File: src/rtl/vcoc_pkg.sv
// Package for the voxel column obstacle classifier.
// Holds the field widths, the lane split, the verdict codes and the lane summary type.
// No dependencies.
`default_nettype none

package vcoc_pkg;

  // Column geometry
  localparam int LAYERS = 32;
  localparam int COL_W  = 32;
  localparam int CELL_W = 12;
  localparam int LAYER_W = 5;
  localparam int CFG_W   = 7;
  localparam int CFG_IDX_W = 3;

  // Occupied bits at or above LAYERS read as free
  localparam logic [COL_W-1:0] LAYER_MASK =
      (LAYERS >= COL_W) ? {COL_W{1'b1}} : COL_W'((64'd1 << LAYERS) - 64'd1);

  // Lane split: each lane scans one byte of the column
  localparam int LANE_W     = 8;
  localparam int NUM_LANES  = COL_W / LANE_W;
  localparam int LANE_IDX_W = $clog2(LANE_W);
  localparam int LANE_SEL_W = $clog2(NUM_LANES);
  localparam int LANE_CNT_W = $clog2(LANE_W) + 1;
  localparam int HOLE_W     = LAYER_W + 1;

  // Register indexes
  localparam logic [CFG_IDX_W-1:0] REG_GROUND_SPAN_MIN   = 3'd0;
  localparam logic [CFG_IDX_W-1:0] REG_SHORT_SPAN_LIMIT  = 3'd1;
  localparam logic [CFG_IDX_W-1:0] REG_LAYER_OFFSET      = 3'd2;
  localparam logic [CFG_IDX_W-1:0] REG_RAISED_BASE_LIMIT = 3'd3;
  localparam logic [CFG_IDX_W-1:0] REG_HOLE_LIMIT        = 3'd4;

  // Register reset values
  localparam logic [CFG_W-1:0] RST_GROUND_SPAN_MIN   = 7'd2;
  localparam logic [CFG_W-1:0] RST_SHORT_SPAN_LIMIT  = 7'd3;
  localparam logic [CFG_W-1:0] RST_LAYER_OFFSET      = 7'd7;
  localparam logic [CFG_W-1:0] RST_RAISED_BASE_LIMIT = 7'd4;
  localparam logic [CFG_W-1:0] RST_HOLE_LIMIT        = 7'd3;

  typedef enum logic [2:0] {
    VERDICT_KEPT   = 3'd0,
    VERDICT_EMPTY  = 3'd1,
    VERDICT_GROUND = 3'd2,
    VERDICT_RAISED = 3'd3,
    VERDICT_HOLE   = 3'd4
  } verdict_t;

  // What one lane found in its byte
  typedef struct packed {
    logic                  any;
    logic [LANE_IDX_W-1:0] lo;
    logic [LANE_IDX_W-1:0] hi;
    logic [LANE_CNT_W-1:0] hole;
  } lane_sum_t;

  typedef struct packed {
    logic [CFG_W-1:0] ground_span_min;
    logic [CFG_W-1:0] short_span_limit;
    logic [CFG_W-1:0] layer_offset;
    logic [CFG_W-1:0] raised_base_limit;
    logic [CFG_W-1:0] hole_limit;
  } cfg_regs_t;

  typedef struct packed {
    logic                 keep;
    verdict_t             verdict;
    logic [LAYER_W-1:0]   lowest_layer;
    logic [LAYER_W-1:0]   highest_layer;
    logic [LAYER_W-1:0]   span_layers;
    logic [LAYER_W-1:0]   longest_hole;
  } col_result_t;

endpackage

`default_nettype wire

File: src/rtl/vcoc_if.sv
// Channel interfaces for the voxel column obstacle classifier.
// Column input, result output and register write channels; depends on vcoc_pkg.
`default_nettype none

interface vcoc_col_if;
  logic                        valid;
  logic                        ready;
  logic [vcoc_pkg::COL_W-1:0]  column_bits;
  logic [vcoc_pkg::CELL_W-1:0] cell_x;
  logic [vcoc_pkg::CELL_W-1:0] cell_y;

  modport source (output valid, column_bits, cell_x, cell_y, input ready);
  modport sink   (input valid, column_bits, cell_x, cell_y, output ready);
endinterface

interface vcoc_res_if;
  logic                         valid;
  logic                         ready;
  logic                         keep;
  logic [2:0]                   verdict;
  logic [vcoc_pkg::LAYER_W-1:0] lowest_layer;
  logic [vcoc_pkg::LAYER_W-1:0] highest_layer;
  logic [vcoc_pkg::LAYER_W-1:0] span_layers;
  logic [vcoc_pkg::LAYER_W-1:0] longest_hole;
  logic [vcoc_pkg::CELL_W-1:0]  out_x;
  logic [vcoc_pkg::CELL_W-1:0]  out_y;

  modport source (output valid, keep, verdict, lowest_layer, highest_layer, span_layers,
                  longest_hole, out_x, out_y, input ready);
  modport sink   (input valid, keep, verdict, lowest_layer, highest_layer, span_layers,
                  longest_hole, out_x, out_y, output ready);
endinterface

interface vcoc_cfg_if;
  logic                           valid;
  logic                           ready;
  logic [vcoc_pkg::CFG_IDX_W-1:0] index;
  logic [vcoc_pkg::CFG_W-1:0]     data;

  modport source (output valid, index, data, input ready);
  modport sink   (input valid, index, data, output ready);
endinterface

`default_nettype wire

File: src/rtl/vcoc_lane.sv
// One scan lane: lowest and highest occupied bit and longest inner free run of a byte.
// Depends on vcoc_pkg.
`default_nettype none

module vcoc_lane (
  input  wire logic [vcoc_pkg::LANE_W-1:0] bits,
  output vcoc_pkg::lane_sum_t              sum
);

  always_comb begin
    logic [vcoc_pkg::LANE_CNT_W-1:0] run;
    logic [vcoc_pkg::LANE_CNT_W-1:0] hole;
    logic                            seen;
    logic [vcoc_pkg::LANE_IDX_W-1:0] lo;
    logic [vcoc_pkg::LANE_IDX_W-1:0] hi;
    run  = '0;
    hole = '0;
    seen = 1'b0;
    lo   = '0;
    hi   = '0;
    for (int z = 0; z < vcoc_pkg::LANE_W; z++) begin
      if (bits[z]) begin
        // close a run only when it sits between two occupied bits
        if (seen && run > hole) begin
          hole = run;
        end
        seen = 1'b1;
        run  = '0;
        hi   = vcoc_pkg::LANE_IDX_W'(z);
      end else begin
        run = run + 1'b1;
      end
    end
    for (int z = vcoc_pkg::LANE_W - 1; z >= 0; z--) begin
      if (bits[z]) begin
        lo = vcoc_pkg::LANE_IDX_W'(z);
      end
    end
    sum.any  = seen;
    sum.lo   = lo;
    sum.hi   = hi;
    sum.hole = hole;
  end

endmodule

`default_nettype wire

File: src/rtl/vcoc_merge.sv
// Merge stage: combines the lane summaries into the column measures and the verdict.
// Depends on vcoc_pkg.
`default_nettype none

module vcoc_merge (
  input  vcoc_pkg::lane_sum_t   lanes [vcoc_pkg::NUM_LANES],
  input  vcoc_pkg::cfg_regs_t   regs,
  output vcoc_pkg::col_result_t res
);

  logic [vcoc_pkg::LAYER_W-1:0] lo;
  logic [vcoc_pkg::LAYER_W-1:0] hi;
  logic [vcoc_pkg::HOLE_W-1:0]  hole;
  logic                         any;
  logic [vcoc_pkg::LAYER_W-1:0] span;
  logic signed [vcoc_pkg::CFG_W+1:0] base_diff;
  logic                         is_ground;
  logic                         is_raised;
  logic                         is_hole;

  // Walk the lanes bottom up, carrying the free run that leaves the last occupied lane
  always_comb begin
    logic [vcoc_pkg::HOLE_W-1:0] pend;
    logic [vcoc_pkg::HOLE_W-1:0] cand;
    logic                        seen;
    pend = '0;
    cand = '0;
    seen = 1'b0;
    hole = '0;
    hi   = '0;
    for (int l = 0; l < vcoc_pkg::NUM_LANES; l++) begin
      if (lanes[l].any) begin
        if (seen) begin
          cand = pend + vcoc_pkg::HOLE_W'(lanes[l].lo);
          if (cand > hole) begin
            hole = cand;
          end
        end
        if (vcoc_pkg::HOLE_W'(lanes[l].hole) > hole) begin
          hole = vcoc_pkg::HOLE_W'(lanes[l].hole);
        end
        seen = 1'b1;
        pend = vcoc_pkg::HOLE_W'(vcoc_pkg::LANE_W - 1) - vcoc_pkg::HOLE_W'(lanes[l].hi);
        hi   = {vcoc_pkg::LANE_SEL_W'(l), lanes[l].hi};
      end else begin
        pend = pend + vcoc_pkg::HOLE_W'(vcoc_pkg::LANE_W);
      end
    end
    any = seen;
  end

  always_comb begin
    lo = '0;
    for (int l = vcoc_pkg::NUM_LANES - 1; l >= 0; l--) begin
      if (lanes[l].any) begin
        lo = {vcoc_pkg::LANE_SEL_W'(l), lanes[l].lo};
      end
    end
  end

  assign span      = hi - lo;
  assign base_diff = $signed({4'b0, lo}) - $signed({2'b0, regs.layer_offset});
  assign is_ground = {2'b0, span} < regs.ground_span_min;
  assign is_raised = ({2'b0, span} < regs.short_span_limit) &&
                     (base_diff > $signed({2'b0, regs.raised_base_limit}));
  assign is_hole   = {1'b0, hole} > regs.hole_limit;

  always_comb begin
    vcoc_pkg::verdict_t v;
    if (!any) begin
      v = vcoc_pkg::VERDICT_EMPTY;
    end else if (is_ground) begin
      v = vcoc_pkg::VERDICT_GROUND;
    end else if (is_raised) begin
      v = vcoc_pkg::VERDICT_RAISED;
    end else if (is_hole) begin
      v = vcoc_pkg::VERDICT_HOLE;
    end else begin
      v = vcoc_pkg::VERDICT_KEPT;
    end
    res.verdict       = v;
    res.keep          = (v == vcoc_pkg::VERDICT_KEPT);
    res.lowest_layer  = lo;
    res.highest_layer = hi;
    res.span_layers   = span;
    res.longest_hole  = hole[vcoc_pkg::LAYER_W-1:0];
  end

endmodule

`default_nettype wire

File: src/rtl/voxel_column_obstacle_classifier_top.sv
// Top level of the voxel column obstacle classifier.
// Depends on vcoc_pkg, the channel interfaces, vcoc_lane and vcoc_merge.
`default_nettype none

// Classifies one map column per clock unless res_out stalls. A transfer on
// col_in carries the occupied bits of the column's layers plus its x/y cell;
// via the lane register and the result register the result reaches res_out
// with the lowest and highest occupied layer, their span, the longest free
// run between them and a verdict (kept, empty, ground, short and raised, hole
// too large; the first failing check wins). Four byte-wide scan lanes feed
// the lane register, the merge logic feeds the result register. The lane stage
// loads while empty, so a new column is taken while a finished result waits
// on res_out if the lane register is free. The five thresholds are written
// through cfg (index 0..4 in the order ground_span_min, short_span_limit,
// layer_offset, raised_base_limit, hole_limit); write them only while the
// block is idle. Writes to other indexes are dropped. cfg is always ready.

module voxel_column_obstacle_classifier_top (
  input  wire logic clk,
  input  wire logic rst,
  vcoc_col_if.sink   col_in,
  vcoc_res_if.source res_out,
  vcoc_cfg_if.sink   cfg
);

  // Threshold registers
  vcoc_pkg::cfg_regs_t regs;

  always_ff @(posedge clk) begin
    if (rst) begin
      regs.ground_span_min   <= vcoc_pkg::RST_GROUND_SPAN_MIN;
      regs.short_span_limit  <= vcoc_pkg::RST_SHORT_SPAN_LIMIT;
      regs.layer_offset      <= vcoc_pkg::RST_LAYER_OFFSET;
      regs.raised_base_limit <= vcoc_pkg::RST_RAISED_BASE_LIMIT;
      regs.hole_limit        <= vcoc_pkg::RST_HOLE_LIMIT;
    end else if (cfg.valid) begin
      case (cfg.index)
        vcoc_pkg::REG_GROUND_SPAN_MIN:   regs.ground_span_min   <= cfg.data;
        vcoc_pkg::REG_SHORT_SPAN_LIMIT:  regs.short_span_limit  <= cfg.data;
        vcoc_pkg::REG_LAYER_OFFSET:      regs.layer_offset      <= cfg.data;
        vcoc_pkg::REG_RAISED_BASE_LIMIT: regs.raised_base_limit <= cfg.data;
        vcoc_pkg::REG_HOLE_LIMIT:        regs.hole_limit        <= cfg.data;
        default: ;  // drop writes beyond the register list
      endcase
    end
  end

  assign cfg.ready = 1'b1;

  // Handshake: each stage loads when it is empty or its content moves on
  logic s1_valid;
  logic out_valid;
  logic out_advance;
  logic s1_load;

  assign out_advance  = !out_valid || res_out.ready;
  assign s1_load      = !s1_valid || out_advance;
  assign col_in.ready = s1_load;

  // Lane stage: scan each byte of the masked column in parallel
  logic [vcoc_pkg::COL_W-1:0] col_masked;
  vcoc_pkg::lane_sum_t        lane_sum [vcoc_pkg::NUM_LANES];
  vcoc_pkg::lane_sum_t        s1_lane  [vcoc_pkg::NUM_LANES];
  logic [vcoc_pkg::CELL_W-1:0] s1_x;
  logic [vcoc_pkg::CELL_W-1:0] s1_y;

  assign col_masked = col_in.column_bits & vcoc_pkg::LAYER_MASK;

  for (genvar l = 0; l < vcoc_pkg::NUM_LANES; l++) begin : g_lane
    vcoc_lane u_lane (
      .bits (col_masked[l*vcoc_pkg::LANE_W +: vcoc_pkg::LANE_W]),
      .sum  (lane_sum[l])
    );
  end

  always_ff @(posedge clk) begin
    if (rst) begin
      s1_valid <= 1'b0;
    end else if (s1_load) begin
      s1_valid <= col_in.valid;
    end
  end

  // Payload holds while the stage is stalled
  always_ff @(posedge clk) begin
    if (s1_load && col_in.valid) begin
      s1_lane <= lane_sum;
      s1_x    <= col_in.cell_x;
      s1_y    <= col_in.cell_y;
    end
  end

  // Merge stage: combine the lanes and classify
  vcoc_pkg::col_result_t merged;
  vcoc_pkg::col_result_t out_res;
  logic [vcoc_pkg::CELL_W-1:0] out_x;
  logic [vcoc_pkg::CELL_W-1:0] out_y;

  vcoc_merge u_merge (
    .lanes (s1_lane),
    .regs  (regs),
    .res   (merged)
  );

  always_ff @(posedge clk) begin
    if (rst) begin
      out_valid <= 1'b0;
    end else if (out_advance) begin
      out_valid <= s1_valid;
    end
  end

  always_ff @(posedge clk) begin
    if (out_advance && s1_valid) begin
      out_res <= merged;
      out_x   <= s1_x;
      out_y   <= s1_y;
    end
  end

  assign res_out.valid         = out_valid;
  assign res_out.keep          = out_res.keep;
  assign res_out.verdict       = out_res.verdict;
  assign res_out.lowest_layer  = out_res.lowest_layer;
  assign res_out.highest_layer = out_res.highest_layer;
  assign res_out.span_layers   = out_res.span_layers;
  assign res_out.longest_hole  = out_res.longest_hole;
  assign res_out.out_x         = out_x;
  assign res_out.out_y         = out_y;

endmodule

`default_nettype wire
File: src/flat_wrapper.sv
// flat-port wrapper written by rule: the top's interface ports become plain ports
module voxel_column_obstacle_classifier_top_flat 
  (clk, rst, col_in_valid, col_in_column_bits, col_in_cell_x, col_in_cell_y, col_in_ready, res_out_valid, res_out_keep, res_out_verdict, res_out_lowest_layer, res_out_highest_layer, res_out_span_layers, res_out_longest_hole, res_out_out_x, res_out_out_y, res_out_ready, cfg_valid, cfg_index, cfg_data, cfg_ready);
  vcoc_col_if col_in_i ();
  vcoc_res_if res_out_i ();
  vcoc_cfg_if cfg_i ();
  input  wire logic clk;
  input  wire logic rst;
  input wire logic [$bits(col_in_i.valid)-1:0] col_in_valid;
  input wire logic [$bits(col_in_i.column_bits)-1:0] col_in_column_bits;
  input wire logic [$bits(col_in_i.cell_x)-1:0] col_in_cell_x;
  input wire logic [$bits(col_in_i.cell_y)-1:0] col_in_cell_y;
  output wire logic [$bits(col_in_i.ready)-1:0] col_in_ready;
  output wire logic [$bits(res_out_i.valid)-1:0] res_out_valid;
  output wire logic [$bits(res_out_i.keep)-1:0] res_out_keep;
  output wire logic [$bits(res_out_i.verdict)-1:0] res_out_verdict;
  output wire logic [$bits(res_out_i.lowest_layer)-1:0] res_out_lowest_layer;
  output wire logic [$bits(res_out_i.highest_layer)-1:0] res_out_highest_layer;
  output wire logic [$bits(res_out_i.span_layers)-1:0] res_out_span_layers;
  output wire logic [$bits(res_out_i.longest_hole)-1:0] res_out_longest_hole;
  output wire logic [$bits(res_out_i.out_x)-1:0] res_out_out_x;
  output wire logic [$bits(res_out_i.out_y)-1:0] res_out_out_y;
  input wire logic [$bits(res_out_i.ready)-1:0] res_out_ready;
  input wire logic [$bits(cfg_i.valid)-1:0] cfg_valid;
  input wire logic [$bits(cfg_i.index)-1:0] cfg_index;
  input wire logic [$bits(cfg_i.data)-1:0] cfg_data;
  output wire logic [$bits(cfg_i.ready)-1:0] cfg_ready;
  assign col_in_i.valid = col_in_valid;
  assign col_in_i.column_bits = col_in_column_bits;
  assign col_in_i.cell_x = col_in_cell_x;
  assign col_in_i.cell_y = col_in_cell_y;
  assign col_in_ready = col_in_i.ready;
  assign res_out_valid = res_out_i.valid;
  assign res_out_keep = res_out_i.keep;
  assign res_out_verdict = res_out_i.verdict;
  assign res_out_lowest_layer = res_out_i.lowest_layer;
  assign res_out_highest_layer = res_out_i.highest_layer;
  assign res_out_span_layers = res_out_i.span_layers;
  assign res_out_longest_hole = res_out_i.longest_hole;
  assign res_out_out_x = res_out_i.out_x;
  assign res_out_out_y = res_out_i.out_y;
  assign res_out_i.ready = res_out_ready;
  assign cfg_i.valid = cfg_valid;
  assign cfg_i.index = cfg_index;
  assign cfg_i.data = cfg_data;
  assign cfg_ready = cfg_i.ready;
  voxel_column_obstacle_classifier_top u_core (.clk(clk), .rst(rst), .col_in(col_in_i), .res_out(res_out_i), .cfg(cfg_i));
endmodule
File: config.mk
export PLATFORM = sky130hd
export DESIGN_NAME = voxel_column_obstacle_classifier_top_flat
export DESIGN_NICKNAME = d
export VERILOG_FILES = /design/src/rtl/vcoc_pkg.sv /design/src/rtl/vcoc_if.sv /design/src/rtl/vcoc_lane.sv /design/src/rtl/vcoc_merge.sv /design/src/rtl/voxel_column_obstacle_classifier_top.sv /design/src/flat_wrapper.sv
export SDC_FILE = /design/constraint.sdc
export NUM_CORES = 1
export LEC_CHECK = 0
export ABC_AREA = 0
export BUFFER_PORTS_ARGS = -buffer_cell sky130_fd_sc_hd__buf_2
export CAP_MARGIN = 20
export CORE_ASPECT_RATIO = 0.75
export CORE_UTILIZATION = 45
export CTS_CLUSTER_SIZE = 16
export DETAILED_ROUTE_END_ITERATION = 6
export PLACE_DENSITY_LB_ADDON = 0.1
export REMOVE_ABC_BUFFERS = 1
export SLEW_MARGIN = 20
export SYNTH_ARGS = -nofsm -noshare
export SYNTH_HDL_FRONTEND = slang
export SYNTH_SLANG_ARGS = --single-unit
File: constraint.sdc
create_clock -name clk -period 14.9 [get_ports clk]
set_input_delay 2.235 -clock clk [delete_from_list [all_inputs] [get_ports clk]]
set_output_delay 2.235 -clock clk [all_outputs]
set_load 0.01 [all_outputs]
# --- Word-level counts from Yosys, hierarchy flattened ---
# Cells that the tools add are included.
word_totals:
  regBits: 153
  n_memories: 0
  latch_bits: 0
  rom_bits: 0
  out_inout_bits: 51
  inputBits: 71
  wordCells: 384
  ramBits: 0
classes:
  eq_ne: 4
  bitwise: 0
  magnitude_cmp: 39
  add_sub_neg: 34
  n_reduce_logical: 58
  div_mod_pow: 0
  mul: 0
  n_mux: 200
  shift: 0
op_table:
  columns: ["cell", "count"]
  rows:
  - ["4-bit 2-to-1 mux", 82]
  - ["6-bit 2-to-1 mux", 18]
  - ["4-bit by 1-bit adder with 4-bit output, second input constant", 24]
  - ["4-bit greater-than comparator", 24]
  - ["3-bit 2-to-1 mux", 29]
  - ["1-bit 2-to-1 mux", 48]
  - ["5-bit 2-to-1 mux", 7]
  - ["2-bit 2-to-1 mux", 16]
  - ["4-bit OR reduction", 8]
  - ["1-bit logical AND", 31]
  - ["6-bit by 3-bit adder with 6-bit output", 3]
  - ["4-bit by 6-bit greater-than comparator with 1-bit output", 3]
  - ["6-bit greater-than comparator", 3]
  - ["2-bit OR reduction", 8]
  - ["5-bit by 7-bit less-than comparator with 1-bit output", 2]
  - ["6-bit by 4-bit adder with 6-bit output, second input constant", 2]
  - ["3-bit by 3-bit subtractor with 4-bit output, first input constant", 3]
  - ["2-bit AND reduction", 5]
  - ["8-bit greater-than comparator", 1]
  - ["5-bit by 7-bit subtractor with 8-bit output", 1]
  - ["6-bit by 7-bit greater-than comparator with 1-bit output", 1]
  - ["3-bit by 2-bit == test with 1-bit output, second input constant", 2]
  - ["3-bit zero test", 2]
  - ["5-bit subtractor", 1]
  - ["6 further kinds", 11]

# --- Logic depth before layout (Yosys ltp) ---
depth:
  depth_word: 30
  ltp_mapped: 60

# --- Hierarchy ---
# A second synthesis with hierarchy kept.
hier_totals:
  cells_unflattened: 1196
  area_unflattened_um2: 11700.0
by_module_without_submodules:
  columns: ["mod", "area_per_inst_um2", "seq_area_each_um2", "cells_per_inst", "n_inst"]
  rows:
  - ["voxel_column_obstacle_classifier_top", 4984.8, 4224.1, 258, 1]
  - ["vcoc_merge", 2962.8, 0.0, 399, 1]
  - ["vcoc_lane (u_core.g_lane[0].u_lane ...)", 939.7, 0.0, 134, 3]
  - ["vcoc_lane (u_core.g_lane[3].u_lane)", 933.4, 0.0, 137, 1]

# --- Least setup slack after synthesis ---
# Ideal clock, no wire load.
synth_path:
  path_kind: "reg2reg"
  startpoint: "register u_core.s1_lane[43] (netlist bit)"
  endpoint: "register u_core.out_res (netlist bit u_core.res_out.verdict[2]) (data pin)"
  stages_incl_launch_ff: 55
  required_ns: 14.644
  setup_slack_ns: 3.167
  n_path_buf: 4
  period_less_slack_ns: 11.733
  setup_time_ns: 0.256
  arrival_time_ns: 11.477
  path_cell_list: "edfxtp_1 > buf_4 > clkbuf_1 > nor2b_1 > ha_1 > a21oi_1 > maj3_1 > a21oi_1 > ha_1 > a21boi_0 > nor2_2 > a221oi_2 > o22ai_1 > buf_2 > o21ai_0 > nand2_1 > ha_1 > nor2b_1 > [... 19 more ...] > o21ai_1 > nor2_1 > mux2_2 > ha_1 > a21oi_1 > o21ai_0 > nand2_1 > or4b_1 > clkbuf_1 > and2_1 > o221ai_1 > ha_1 > nor2b_1 > o21a_1 > o21a_1 > o211ai_1 > a211oi_1 > and4_1"
synth_lines:
  columns: ["item", "line_no", "source"]
  rows:
  - ["start: declaration", "voxel_column_obstacle_classifier_top.sv:63", "vcoc_pkg::lane_sum_t s1_lane [vcoc_pkg::NUM_LANES];"]
  - ["start signal: assignment", "voxel_column_obstacle_classifier_top.sv:87", "s1_lane <= lane_sum;"]
  - ["end signal: assignment", "voxel_column_obstacle_classifier_top.sv:115", "out_res <= merged;"]
  - ["end: declaration", "voxel_column_obstacle_classifier_top.sv:95", "vcoc_pkg::col_result_t out_res;"]

==> flow_metrics.py <==
metrics = {
    "place": {
        "placed_area_um2": 12200,
        "place_hpwl_um": 21200,
        "place.port_buffers": 120,
        "place_congestion": 0.922,
    },
    "worst_setup_path": {
        "r2r_slack_ns": 1.41,
        "slowest_delay_ns": 0.62,
        "r2r_cells": 52,
        "cp_max_fo": 36,
        "r2r_start": "u_core.s1_lane[43]",
        "crit_type": "reg2reg",
        "cp_slowest_cell": "o22ai_1",
        "end_kind": "flip-flop",
        "setup.worst_path.start_class": "flip-flop",
        "worstPathArrival_ns": 13.73,
        "crit_required_ns": 15.14,
        "critPathTopFamily": "compound AO/OA/AOI/OAI gates",
        "critPathMostFrequentCell": "ha_1",
        "critical_path_buf_inv_count": 1,
        "timing.rr.end": "u_core.res_out.keep",
    },
    "drt": {
        "wl_per_cell_um": 16.4,
        "routed_via_density": 5.54,
        "drtIter0Drc": 726,
        "drt-total-wl_um": 27800,
        "firstDrtPassIters": 5,
        "ant_nets": 0,
        "route.detailed.drc": 0,
        "vias": 9395,
    },
    "synthesis": {
        "synth_warnings": 0,
        "synth.area.top_cells": "edfxtp_1 (31%), ha_1 (13%), dfxtp_1 (6.6%)",
        "synth_top_area_share_pct": 30.8,
        "async_reset_ff_share_pct": 0,
        "syn-cell-area_um2": 11300,
        "synth-seq-area-share_pct": 37.4,
        "synth_edf_count": 116,
        "synth_top_flop_cell": "edfxtp_1",
        "synthCells": 1256,
        "postSynthAreaPerCell_um2": 9.00,
        "yosysTopAreaCell": "edfxtp_1",
        "ys_seq_elements": 153,
        "ys_types": 82,
    },
    "cts": {
        "cts_tree": "built",
        "cts_resized": 0,
        "clockBufferDepth": 2,
        "ctsHoldBuffers": 0,
        "worstSkewPairLatency_ns": 0.43,
        "cts_inserted_buffers": 17,
        "post_cts_buffers": 0,
        "clkSinkCount": 153,
        "cts-root-buf": "clkbuf_16",
        "clk_pin_slew_ns": 0.06,
        "htree_levels": 4,
    },
    "floorplan": {
        "core_um2": 24300,
        "die_w_um": 185,
        "rows": 49,
        "num_io_pins": 122,
        "initial_utilization_pct": 46.5,
        "die_area_um2": 25800,
        "die_height_um": 139,
    },
    "outcome": {
        "status": "completed",
    },
    "finish": {
        "drive_gt1_share_pct": 13.9,
        "multi_input_area_um2": 6470,
        "seqCellArea_um2": 4220,
        "nNetsFinal": 1549,
        "antenna_cells": 0,
        "final_cell_area_um2": 12800,
        "syn_to_final_growth_pct": 12.8,
        "mostFrequentLayoutCells": "nand2_1 (121), ha_1 (121), buf_2 (120)",
        "fill_cells": 2288,
    },
    "timing": {
        "timing.final.hold_violations": 0,
        "skew_ns": 0.0115,
        "setup_violations": 0,
        "max-slew-margin-rel_pct": 31.6,
        "max_freq_mhz": 74.1,
        "worst_pin_slew_ns": 1.03,
        "post-route-min-period_ns": 13.49,
        "period_share_pct": 90.5,
        "drv_slew": 0,
        "rsz0062_at_grt": "no",
        "holdWs_ns": 0.411,
        "finalSetupTns_ns": 0,
    },
    "global_routing": {
        "grt_max_degree": 69,
        "antenna_found_initial": 0,
        "grt_pass1_wl_um": 44900,
        "track_usage_pct": 22.1,
        "grt_pass1_vias": 8604,
        "gr-total-overflow": 0,
    },
    "power": {
        "p_leak_nw": 5.27,
        "irDropWorstVdd_uv": 101,
        "power.density_nw_per_um2": 122,
    },
    "hold_path": {
        "hp-class": "reg2reg",
        "holdPathStages": 0,
        "worstHoldStart": "u_core.s1_y[10]",
        "hold_end": "u_core.res_out.out_y[10]",
    },
    "job": {
        "max_cap_violations": 0,
    },
}
layout make-up:
| class | instances | share of cell area, % |
|---|---|---|
| inverter | 113 | 3.33 |
| sequential | 153 | 33.1 |
| timing repair buffer | 125 | 5.00 |
| clock inverter | 15 | 1.18 |
| multi-input combinational | 942 | 50.8 |
| clock buffer | 17 | 3.34 |
| tap | 331 | 3.25 |
power breakdown:
group          internal, mW  switching, mW
Combinational         0.261          0.352
Clock                 0.247          0.175
Sequential            0.506         0.0160
state kept, by name (all words and copies together), names as in the netlist, 3 cells and up:
register                      cells
u_core.regs                      35
u_core.res_out.highest_layer      5
u_core.res_out.longest_hole       5
u_core.res_out.lowest_layer       5
u_core.res_out.out_x             12
u_core.res_out.out_y             12
u_core.res_out.span_layers        5
u_core.res_out.verdict            3
u_core.s1_lane                   44
u_core.s1_x                      12
u_core.s1_y                      12
synthesized netlist by cell type, types with 21 or more instances:
master    instances
a21o_1           21
a21oi_1          94
clkbuf_1         40
dfxtp_1          37
edfxtp_1        116
ha_1            121
inv_1           112
mux2i_1          23
nand2_1         121
nand3_1          26
nor2_1           98
nor2b_1          42
nor3_1           28
o211ai_1         28
o21a_1           25
o21ai_0          64
metrics by stage:
step | setup WS [ns] | util [%] | total power, mW | std cells
floorplan | 2.83 | - | 0.978 | 1208
global placement | 2.00 | 50.0 | 1.12 | 1664
detailed placement | 1.59 | 50.0 | 1.14 | 1664
CTS | 1.55 | 52.4 | 1.56 | 1696
global route | 0.452 | 52.4 | 1.67 | 1696
finish | 1.41 | 52.4 | 1.56 | 1696
logic make-up after synthesis:
family                   after synthesis  share of synthesized area, %
AND/OR/NAND/NOR                      422                          18.3
AO/OA/AOI/OAI                        340                          20.0
buffers and inverters                162                          5.50
flip-flops                           153                          37.4
adder cells (fa/ha/maj)              127                          14.4
multiplexers                          32                          2.93
XOR/XNOR                              19                          1.54
other                                  1                        0.0332
worst max path at each step:
stage,end,startpoint,slack [ns],depth (start not counted)
finish,u_core.res_out.keep,u_core.s1_lane[43],1.41,52
global route,u_core.res_out.keep,u_core.s1_lane[43],0.45,52
CTS,u_core.res_out.keep,u_core.s1_lane[43],1.55,53
detailed placement,u_core.res_out.keep,u_core.s1_lane[43],1.59,53
global placement,u_core.res_out.verdict[2],u_core.s1_lane[43],2.00,51
floorplan,u_core.res_out.verdict[2],u_core.s1_lane[43],2.83,50
layer usage:
metal  vias up  GRT usage, %  part of all wire, %  wire length (um)
met1      4361          34.8                   53             14900
li1       4792             -                    -                 -
met5         -             0                    0                 0
met4         0          4.31                 0.75               208
met3        16          4.50                  5.1              1410
met2       226          30.8                   41             11300
Power figures use the tool's default switching activity.
